**src/sv/mcdt_pkg.sv**
```systemverilog
// Shared types and constants for the mouse click and drag tracker.
// Holds the event codes, the input kinds, the controller states and the
// command and status bundles. It depends on nothing else.
`default_nettype none

package mcdt_pkg;

    // Default number of tracked buttons.
    localparam int NUM_BUTTONS_DEF = 3;

    typedef enum logic [1:0] {
        KIND_BUTTON = 2'd0,
        KIND_MOVE   = 2'd1,
        KIND_WHEEL  = 2'd2,
        KIND_TICK   = 2'd3
    } kind_t;

    typedef enum logic [2:0] {
        EV_PRESSED    = 3'd0,
        EV_RELEASED   = 3'd1,
        EV_CLICKED    = 3'd2,
        EV_DRAG_END   = 3'd3,
        EV_MOVED      = 3'd4,
        EV_DRAG_BEGIN = 3'd5,
        EV_DRAGGED    = 3'd6,
        EV_WHEEL      = 3'd7
    } event_code_t;

    typedef enum logic [1:0] {
        ST_IDLE    = 2'd0,
        ST_DECODE  = 2'd1,
        ST_RELEASE = 2'd2,
        ST_SCAN    = 2'd3
    } state_t;

    typedef enum logic [1:0] {
        BSEL_ZERO = 2'd0,
        BSEL_ITEM = 2'd1,
        BSEL_SCAN = 2'd2
    } btn_sel_t;

    // Commands from the controller to the datapath.
    typedef struct packed {
        logic        load;
        logic        snapshot;
        logic        emit;
        event_code_t emit_code;
        btn_sel_t    emit_btn;
        logic        emit_wheel;
        logic        emit_last;
        logic        set_held;
        logic        clr_held;
        logic        clr_drag_item;
        logic        set_drag_scan;
        logic        upd_pos;
        logic        idx_clr;
        logic        idx_inc;
    } cmd_t;

    // Status from the datapath to the controller.
    typedef struct packed {
        kind_t kind;
        logic  btn_ok;
        logic  pressed;
        logic  held_bit;
        logic  drag_bit;
        logic  pos_same;
        logic  produce_any;
        logic  scan_produce;
        logic  scan_drag;
        logic  scan_tail_none;
        logic  slot_free;
    } status_t;

endpackage

`default_nettype wire

```
**src/sv/mcdt_ctrl.sv**
```systemverilog
// Controller state machine of the mouse click and drag tracker.
// Sequences the result beats of one item; uses mcdt_pkg.
`default_nettype none

module mcdt_ctrl
    import mcdt_pkg::*;
(
    input  wire logic    clk,
    input  wire logic    rst_n,
    input  wire logic    in_valid,
    output logic         in_stall,
    input  wire status_t sts,
    output cmd_t         cmd
);

    state_t state_reg;
    state_t state_next;

    always_ff @(posedge clk or negedge rst_n)
    begin
        if (!rst_n)
        begin
            state_reg <= ST_IDLE;
        end
        else
        begin
            state_reg <= state_next;
        end
    end

    // Next state.
    always_comb
    begin
        state_next = state_reg;
        case (state_reg)
            ST_IDLE:
            begin
                if (in_valid)
                begin
                    state_next = ST_DECODE;
                end
            end
            ST_DECODE:
            begin
                case (sts.kind)
                    KIND_TICK:
                    begin
                        state_next = ST_IDLE;
                    end
                    KIND_WHEEL:
                    begin
                        if (sts.slot_free)
                        begin
                            state_next = ST_IDLE;
                        end
                    end
                    KIND_BUTTON:
                    begin
                        if (!sts.btn_ok)
                        begin
                            state_next = ST_IDLE;
                        end
                        else if (sts.held_bit != sts.pressed)
                        begin
                            if (sts.slot_free)
                            begin
                                state_next = sts.pressed ? ST_IDLE : ST_RELEASE;
                            end
                        end
                        else
                        begin
                            state_next = sts.pressed ? ST_IDLE : ST_RELEASE;
                        end
                    end
                    KIND_MOVE:
                    begin
                        if (sts.pos_same)
                        begin
                            state_next = ST_IDLE;
                        end
                        else if (sts.slot_free)
                        begin
                            state_next = sts.produce_any ? ST_SCAN : ST_IDLE;
                        end
                    end
                    default:
                    begin
                        state_next = ST_IDLE;
                    end
                endcase
            end
            ST_RELEASE:
            begin
                if (sts.slot_free)
                begin
                    state_next = ST_IDLE;
                end
            end
            ST_SCAN:
            begin
                if (sts.scan_produce && sts.slot_free && sts.scan_tail_none)
                begin
                    state_next = ST_IDLE;
                end
            end
            default:
            begin
                state_next = ST_IDLE;
            end
        endcase
    end

    // Outputs.
    always_comb
    begin
        cmd      = '0;
        in_stall = 1'b1;
        case (state_reg)
            ST_IDLE:
            begin
                in_stall = 1'b0;
                cmd.load = in_valid;
            end
            ST_DECODE:
            begin
                case (sts.kind)
                    KIND_TICK:
                    begin
                        cmd.snapshot = 1'b1;
                    end
                    KIND_WHEEL:
                    begin
                        cmd.emit       = sts.slot_free;
                        cmd.emit_code  = EV_WHEEL;
                        cmd.emit_btn   = BSEL_ZERO;
                        cmd.emit_wheel = 1'b1;
                        cmd.emit_last  = 1'b1;
                    end
                    KIND_BUTTON:
                    begin
                        if (sts.btn_ok && (sts.held_bit != sts.pressed) && sts.slot_free)
                        begin
                            cmd.emit      = 1'b1;
                            cmd.emit_code = sts.pressed ? EV_PRESSED : EV_RELEASED;
                            cmd.emit_btn  = BSEL_ITEM;
                            cmd.emit_last = sts.pressed;
                            cmd.set_held  = sts.pressed;
                            cmd.clr_held  = !sts.pressed;
                        end
                    end
                    KIND_MOVE:
                    begin
                        if (!sts.pos_same && sts.slot_free)
                        begin
                            cmd.emit      = 1'b1;
                            cmd.emit_code = EV_MOVED;
                            cmd.emit_btn  = BSEL_ZERO;
                            cmd.emit_last = !sts.produce_any;
                            cmd.upd_pos   = 1'b1;
                            cmd.idx_clr   = 1'b1;
                        end
                    end
                    default:
                    begin
                        cmd = '0;
                    end
                endcase
            end
            ST_RELEASE:
            begin
                if (sts.slot_free)
                begin
                    cmd.emit          = 1'b1;
                    cmd.emit_code     = sts.drag_bit ? EV_DRAG_END : EV_CLICKED;
                    cmd.emit_btn      = BSEL_ITEM;
                    cmd.emit_last     = 1'b1;
                    cmd.clr_drag_item = sts.drag_bit;
                end
            end
            ST_SCAN:
            begin
                if (sts.scan_produce)
                begin
                    if (sts.slot_free)
                    begin
                        cmd.emit          = 1'b1;
                        cmd.emit_code     = sts.scan_drag ? EV_DRAGGED : EV_DRAG_BEGIN;
                        cmd.emit_btn      = BSEL_SCAN;
                        cmd.emit_last     = sts.scan_tail_none;
                        cmd.set_drag_scan = !sts.scan_drag;
                        cmd.idx_inc       = !sts.scan_tail_none;
                    end
                end
                else
                begin
                    cmd.idx_inc = 1'b1;
                end
            end
            default:
            begin
                cmd = '0;
            end
        endcase
    end

endmodule

`default_nettype wire

```
**src/sv/mcdt_dp.sv**
```systemverilog
// Datapath of the mouse click and drag tracker: item register, button and
// drag flags, pointer position, scan index and output register. Uses mcdt_pkg.
`default_nettype none

module mcdt_dp
    import mcdt_pkg::*;
#(
    parameter int NUM_BUTTONS = NUM_BUTTONS_DEF
)
(
    input  wire logic               clk,
    input  wire logic               rst_n,
    input  wire cmd_t               cmd,
    output status_t                 sts,
    input  wire logic [1:0]         kind,
    input  wire logic [2:0]         button_index,
    input  wire logic               is_pressed,
    input  wire logic signed [15:0] pos_x,
    input  wire logic signed [15:0] pos_y,
    input  wire logic signed [7:0]  wheel_step,
    output logic                    out_valid,
    input  wire logic               out_stall,
    output logic [2:0]              event_code,
    output logic [2:0]              event_button,
    output logic signed [15:0]      event_x,
    output logic signed [15:0]      event_y,
    output logic signed [7:0]       event_wheel,
    output logic                    last_of_run
);

    localparam int IDX_W = (NUM_BUTTONS > 1) ? $clog2(NUM_BUTTONS) : 1;
    localparam logic [3:0] NB4 = 4'(NUM_BUTTONS);
    localparam logic [NUM_BUTTONS-1:0] ONES = {NUM_BUTTONS{1'b1}};

    // Item held while it is worked on.
    kind_t              item_kind_reg;
    logic [2:0]         item_btn_reg;
    logic               item_pressed_reg;
    logic signed [15:0] item_x_reg;
    logic signed [15:0] item_y_reg;
    logic signed [7:0]  item_wheel_reg;

    // Tracker state.
    logic [NUM_BUTTONS-1:0] held_reg, held_next;
    logic [NUM_BUTTONS-1:0] drag_reg, drag_next;
    logic [NUM_BUTTONS-1:0] before_reg, before_next;
    logic signed [15:0]     ptr_x_reg, ptr_x_next;
    logic signed [15:0]     ptr_y_reg, ptr_y_next;
    logic [IDX_W-1:0]       idx_reg, idx_next;

    // Output register.
    logic               ov_reg, ov_next;
    logic [2:0]         oc_reg, ob_reg;
    logic signed [15:0] ox_reg, oy_reg;
    logic signed [7:0]  ow_reg;
    logic               ol_reg;

    logic [NUM_BUTTONS-1:0] btn_oh;
    logic [NUM_BUTTONS-1:0] idx_oh;
    logic [NUM_BUTTONS-1:0] above_mask;
    logic [NUM_BUTTONS-1:0] produce;
    logic                   slot_free;

    assign btn_oh     = NUM_BUTTONS'(1) << item_btn_reg;
    assign idx_oh     = NUM_BUTTONS'(1) << idx_reg;
    assign above_mask = (ONES << idx_reg) << 1;
    // A held button reports on a move unless its drag ended within this frame.
    assign produce    = held_reg & (drag_reg | ~before_reg);
    assign slot_free  = !ov_reg || !out_stall;

    always_comb
    begin
        sts.kind           = item_kind_reg;
        sts.btn_ok         = {1'b0, item_btn_reg} < NB4;
        sts.pressed        = item_pressed_reg;
        sts.held_bit       = |(held_reg & btn_oh);
        sts.drag_bit       = |(drag_reg & btn_oh);
        sts.pos_same       = (item_x_reg == ptr_x_reg) && (item_y_reg == ptr_y_reg);
        sts.produce_any    = |produce;
        sts.scan_produce   = |(produce & idx_oh);
        sts.scan_drag      = |(drag_reg & idx_oh);
        sts.scan_tail_none = ~|(produce & above_mask);
        sts.slot_free      = slot_free;
    end

    always_comb
    begin
        held_next   = held_reg;
        drag_next   = drag_reg;
        before_next = before_reg;
        ptr_x_next  = ptr_x_reg;
        ptr_y_next  = ptr_y_reg;
        idx_next    = idx_reg;
        if (cmd.set_held)
        begin
            held_next = held_reg | btn_oh;
        end
        if (cmd.clr_held)
        begin
            held_next = held_reg & ~btn_oh;
        end
        if (cmd.clr_drag_item)
        begin
            drag_next = drag_reg & ~btn_oh;
        end
        if (cmd.set_drag_scan)
        begin
            drag_next = drag_reg | idx_oh;
        end
        if (cmd.snapshot)
        begin
            before_next = drag_reg;
        end
        if (cmd.upd_pos)
        begin
            ptr_x_next = item_x_reg;
            ptr_y_next = item_y_reg;
        end
        if (cmd.idx_clr)
        begin
            idx_next = '0;
        end
        else if (cmd.idx_inc)
        begin
            idx_next = idx_reg + IDX_W'(1);
        end
    end

    always_comb
    begin
        ov_next = ov_reg;
        if (cmd.emit)
        begin
            ov_next = 1'b1;
        end
        else if (!out_stall)
        begin
            ov_next = 1'b0;
        end
    end

    always_ff @(posedge clk or negedge rst_n)
    begin
        if (!rst_n)
        begin
            held_reg   <= '0;
            drag_reg   <= '0;
            before_reg <= '0;
            ptr_x_reg  <= '0;
            ptr_y_reg  <= '0;
            idx_reg    <= '0;
            ov_reg     <= 1'b0;
        end
        else
        begin
            held_reg   <= held_next;
            drag_reg   <= drag_next;
            before_reg <= before_next;
            ptr_x_reg  <= ptr_x_next;
            ptr_y_reg  <= ptr_y_next;
            idx_reg    <= idx_next;
            ov_reg     <= ov_next;
        end
    end

    // Payload registers carry no reset.
    always_ff @(posedge clk)
    begin
        if (cmd.load)
        begin
            item_kind_reg    <= kind_t'(kind);
            item_btn_reg     <= button_index;
            item_pressed_reg <= is_pressed;
            item_x_reg       <= pos_x;
            item_y_reg       <= pos_y;
            item_wheel_reg   <= wheel_step;
        end
        if (cmd.emit)
        begin
            oc_reg <= cmd.emit_code;
            case (cmd.emit_btn)
                BSEL_ITEM: ob_reg <= item_btn_reg;
                BSEL_SCAN: ob_reg <= 3'(idx_reg);
                default:   ob_reg <= 3'd0;
            endcase
            ox_reg <= cmd.upd_pos ? item_x_reg : ptr_x_reg;
            oy_reg <= cmd.upd_pos ? item_y_reg : ptr_y_reg;
            ow_reg <= cmd.emit_wheel ? item_wheel_reg : 8'sd0;
            ol_reg <= cmd.emit_last;
        end
    end

    assign out_valid    = ov_reg;
    assign event_code   = oc_reg;
    assign event_button = ob_reg;
    assign event_x      = ox_reg;
    assign event_y      = oy_reg;
    assign event_wheel  = ow_reg;
    assign last_of_run  = ol_reg;

endmodule

`default_nettype wire

```
**src/sv/mouse_click_drag_tracker.sv**
```systemverilog
// Mouse click and drag tracker, top level.
// Instantiates the controller mcdt_ctrl and the datapath mcdt_dp; uses mcdt_pkg.
//
// Usage: raw pointer events enter on the input channel (in_valid, in_stall) one
// beat per event. Each event yields zero to 1 + NUM_BUTTONS result beats on the
// output channel (out_valid, out_stall); last_of_run marks the final beat of an
// event, and events that yield nothing (frame ticks, ignored buttons, repeated
// presses, moves to the same spot) produce no beat at all.
// An accepted event beat is registered in the item register and decoded by
// the controller, and its first result beat is registered in the output
// register. A new event is taken only once the last one is through. A release
// needs a step of its own for the click or drag-end beat, and a move that
// reports on a held button runs a drag scan in the controller that visits one
// button per cycle up to the highest reporting one, waiting while output stalls.
// The output beat sits in an output register, so the next event is taken
// while a finished result still waits. When the receiver stalls, the
// controller holds its step until the output register frees up; the input
// side then stalls too.
// Reset clears the held buttons, drag flags, previous drag flags and the
// pointer position, and drops any pending output beat.
`default_nettype none

module mouse_click_drag_tracker
    import mcdt_pkg::*;
#(
    parameter int NUM_BUTTONS = NUM_BUTTONS_DEF
)
(
    input  wire logic               clk,
    input  wire logic               rst_n,
    input  wire logic               in_valid,
    output logic                    in_stall,
    input  wire logic [1:0]         kind,
    input  wire logic [2:0]         button_index,
    input  wire logic               is_pressed,
    input  wire logic signed [15:0] pos_x,
    input  wire logic signed [15:0] pos_y,
    input  wire logic signed [7:0]  wheel_step,
    output logic                    out_valid,
    input  wire logic               out_stall,
    output logic [2:0]              event_code,
    output logic [2:0]              event_button,
    output logic signed [15:0]      event_x,
    output logic signed [15:0]      event_y,
    output logic signed [7:0]       event_wheel,
    output logic                    last_of_run
);

    // Command and status bundles between the controller and the datapath.
    cmd_t    cmd;
    status_t sts;

    mcdt_ctrl u_ctrl (
        .clk      (clk),
        .rst_n    (rst_n),
        .in_valid (in_valid),
        .in_stall (in_stall),
        .sts      (sts),
        .cmd      (cmd)
    );

    mcdt_dp #(
        .NUM_BUTTONS (NUM_BUTTONS)
    ) u_dp (
        .clk          (clk),
        .rst_n        (rst_n),
        .cmd          (cmd),
        .sts          (sts),
        .kind         (kind),
        .button_index (button_index),
        .is_pressed   (is_pressed),
        .pos_x        (pos_x),
        .pos_y        (pos_y),
        .wheel_step   (wheel_step),
        .out_valid    (out_valid),
        .out_stall    (out_stall),
        .event_code   (event_code),
        .event_button (event_button),
        .event_x      (event_x),
        .event_y      (event_y),
        .event_wheel  (event_wheel),
        .last_of_run  (last_of_run)
    );

endmodule

`default_nettype wire
```
**config.mk**
```make
export PLATFORM = sky130hd
export DESIGN_NAME = mouse_click_drag_tracker
export DESIGN_NICKNAME = d
export VERILOG_FILES = /design/src/sv/mcdt_pkg.sv /design/src/sv/mcdt_ctrl.sv /design/src/sv/mcdt_dp.sv /design/src/sv/mouse_click_drag_tracker.sv
export SDC_FILE = /design/constraint.sdc
export NUM_CORES = 1
export LEC_CHECK = 0
export ABC_AREA = 1
export BUFFER_PORTS_ARGS = -buffer_cell sky130_fd_sc_hd__buf_2
export CORE_MARGIN = 8
export CORE_UTILIZATION = 50
export DETAILED_ROUTE_END_ITERATION = 8
export GPL_TIMING_DRIVEN = 0
export PLACE_DENSITY = 0.72
export SETUP_SLACK_MARGIN = 0.1
export SLEW_MARGIN = 20
export SYNTH_ARGS = -nofsm -noshare
export SYNTH_HDL_FRONTEND = slang
export SYNTH_HIERARCHICAL = 1
export SYNTH_SLANG_ARGS = --single-unit
export TNS_END_PERCENT = 1
```
**constraint.sdc**
```tcl
create_clock -name clk -period 5.5 [get_ports clk]
set_clock_uncertainty 0.15 [all_clocks]
set_input_delay 0.825 -clock clk [delete_from_list [all_inputs] [get_ports clk]]
set_output_delay 0.825 -clock clk [all_outputs]
set_load 0.1 [all_outputs]
```
==> flow_metrics.env <==
export IMPL_path_clk_slew_ns=0.06
export IMPL_rsz0062_at_grt="false"
export IMPL_cts_inserted_buffers=17
export IMPL_slew_headroom_pct=52.5
export IMPL_wl_mm=12.7
export IMPL_clock_sinks=139
export IMPL_nets=759
export IMPL_required_ns=5.47
export IMPL_fmax_ghz=0.336
export IMPL_synth_cell_types=34
export IMPL_power_per_cell_area_mw_per_mm2=644
export IMPL_port_buffers=98
export IMPL_cts_tree="done"
export IMPL_synth_edff_count=93
export IMPL_drive_gt1_share_pct=22.7
export IMPL_ant_nets=0
export IMPL_clk_latency_ns=0.41
export IMPL_globalplace_congestion=0.850
export IMPL_fin_cells=864
export IMPL_htreeDepth=4
export IMPL_cts_setup_buffers=0
export IMPL_hpwl_mm=8.94
export IMPL_period_needed_ns=2.97
export IMPL_cts_buffer_depth=2
export IMPL_std_cell_rows=40
export IMPL_finalWorstSetupSlack_ns=2.53
export IMPL_grt_pass1_wl_mm=20.7
export IMPL_drv_slew=0
export IMPL_die_w_um=125
export IMPL_worstPathMaxFanout=10
export IMPL_grtUsageTotal_pct=16.8
export IMPL_synth_top_flop_cell="edfxtp_1"
export IMPL_worst_pin_slew_ns=0.713
export IMPL_netlist_area_mm2=0.00594
export IMPL_ys_async_sr_fraction_pct=33.1
export IMPL_via_per_inst=4.96
export IMPL_hold_viol=0
export IMPL_dieArea_mm2=0.0156
export IMPL_dp_worst_setup_slack_ns=2.35
export IMPL_critPathLaunchType="flop"
export IMPL_fillCellCount=938
export IMPL_syn_nets=641
export IMPL_vdd_drop_max_mv=0.347
export IMPL_synth_seq_cells=139
export IMPL_synth_avg_cell_area_um2=10.1
export IMPL_die_h_um=125
export IMPL_root_buffer="clkbuf_16"
export IMPL_synth_cells=586
export IMPL_vias=4282
export IMPL_postPlaceCellArea_mm2=0.00665
export IMPL_dp_cells=832
export IMPL_drt_pass1_iterations=5
export IMPL_drtIter0Drc=455
export IMPL_total_power_uw=4610
export IMPL_io_pins=99
export IMPL_grt_pass1_vias=4335
export IMPL_drc_errors=0
export IMPL_holdCritPathClass="input port to async pin"
export IMPL_setup_viol=0
export IMPL_cp_arrival_ns=2.94
export IMPL_ctsResizeCount=0
export IMPL_holdBufCountCts=0
export IMPL_antenna_found_initial=0
export IMPL_status="complete, no violations"
export IMPL_criticalPathCategory="flop to flop"
export IMPL_fin_crit_sh_pct=54.0
export IMPL_cap_violations=0
export IMPL_seq_area_frac_synth_pct=66.4
export IMPL_final_area_mm2=0.00715
export IMPL_end_kind="flop"
export IMPL_antenna_cells=0
export IMPL_wl_per_cell_um=14.7
export IMPL_leakagePower_uw=0.00334
export IMPL_gr_total_overflow=0
export IMPL_grt_max_degree=49
export IMPL_area_delta_synth_final_pct=20.4
export IMPL_core_mm2=0.0118
export IMPL_initial_core_util_pct=50.3
export IMPL_synth_warnings=6
export IMPL_fin_setup_tns_ns=0
report_power, final:
group          internal [uW]  total (uW)  leakage (uW)  switching [uW]
Combinational            346        1910       0.00162            1570
Sequential              1560        1730       0.00147             171
Clock                    569         967      0.000246             398
Total                   2470        4610       0.00334            2140
kinds of logic (layout without fill, tap and decap cells):
| kind of cell | Yosys count | in the layout | synth area share [%] |
|---|---|---|---|
| flops | 139 | 139 | 66.4 |
| compound gates | 59 | 59 | 5.35 |
| buf+inv | 115 | 246 | 7.77 |
| mux | 3 | 3 | 0.695 |
| xor+xnor | 3 | 3 | 0.442 |
| simple gates | 262 | 262 | 18.3 |
| fa+ha+maj | 5 | 5 | 1.05 |
synthesized netlist by cell type (4+ instances only):
cell,instances,area (um2)
buf_4,4,30.0
nor2_4,5,56.3
dfrtp_1,46,1150
a21oi_1,7,35.0
buf_2,4,20.0
o21ai_0,38,190
nand3_1,15,75.1
inv_2,11,41.3
nor2_1,42,158
inv_1,91,342
edfxtp_1,93,2790
nand2_1,186,698
ha_1,5,62.6
worst max-delay path: stages, from the launching register on:
cell      delay, ns
edfxtp_1       0.42
inv_1          0.08
nand2_1        0.05
nand2_1        0.06
nor2_1         0.05
nand2_1        0.06
nor2_1         0.07
nand2_1        0.07
nor2_1         0.08
nor2_1         0.14
nand2_1        0.09
nor2_1         0.16
inv_2          0.07
nor2_1         0.20
buf_4          0.14
buf_2          0.18
clkbuf_1       0.39
o21ai_0        0.22
cell usage in the layout, fill, tap and decap left out, types with 5 or more instances in the layout:
cell type	netlist	layout
nor2_4	5	6
buf_4	4	5
dfrtp_1	46	46
inv_1	91	91
nand2_1	186	185
ha_1	5	5
o21ai_0	38	38
buf_2	4	101
edfxtp_1	93	93
nor2_1	42	41
clkbuf_16	0	17
nand3_1	15	15
a21oi_1	7	7
inv_2	11	11
clkbuf_1	3	9
clkinv_2	0	6
through the flow:
| step | hold slack, ns | util, % |
|---|---|---|
| floorplan | 0.324 | - |
| global placement | 0.328 | 56.0 |
| detailed placement | 0.345 | 56.3 |
| CTS | 0.310 | 60.5 |
| global route | 0.333 | 60.5 |
| finish | 0.272 | 60.5 |
worst paths after layout:
kind	from	end	slack [ns]	depth (start not counted)
hold reg to reg	u_dp/out_valid	u_dp/out_valid	0.35	2
setup / recovery	u_dp/item_y_reg[2]	u_dp/event_y[11]	2.53	17
setup reg to reg	u_dp/item_y_reg[2]	u_dp/event_y[11]	2.53	17
min in group clk	u_dp/out_valid	u_dp/out_valid	0.35	2
hold / removal	rst_n	u_dp/ptr_y_reg[14]	0.27	1
max in group asynchronous	rst_n	u_dp/ptr_y_reg[5]	4.47	1
final cells by class:
type	instances	area, um2	share of cell area, %
repair buffers	99	513	7.18
clock inverters	9	50.0	0.700
clock buffers	23	448	6.27
flip-flops and latches	139	3940	55.2
inverters	103	389	5.44
multi-input cells	332	1550	21.7
plain buffers	12	72.6	1.02
well taps	147	184	2.57
layer usage:
layer / part of all wire (%) / global-route usage, %
met5: 0 / 0
met4: 0.95 / 6.66
met3: 8.2 / 6.93
met2: 47 / 26.6
met1: 44 / 20.0
(Power assumes the default switching activity.)
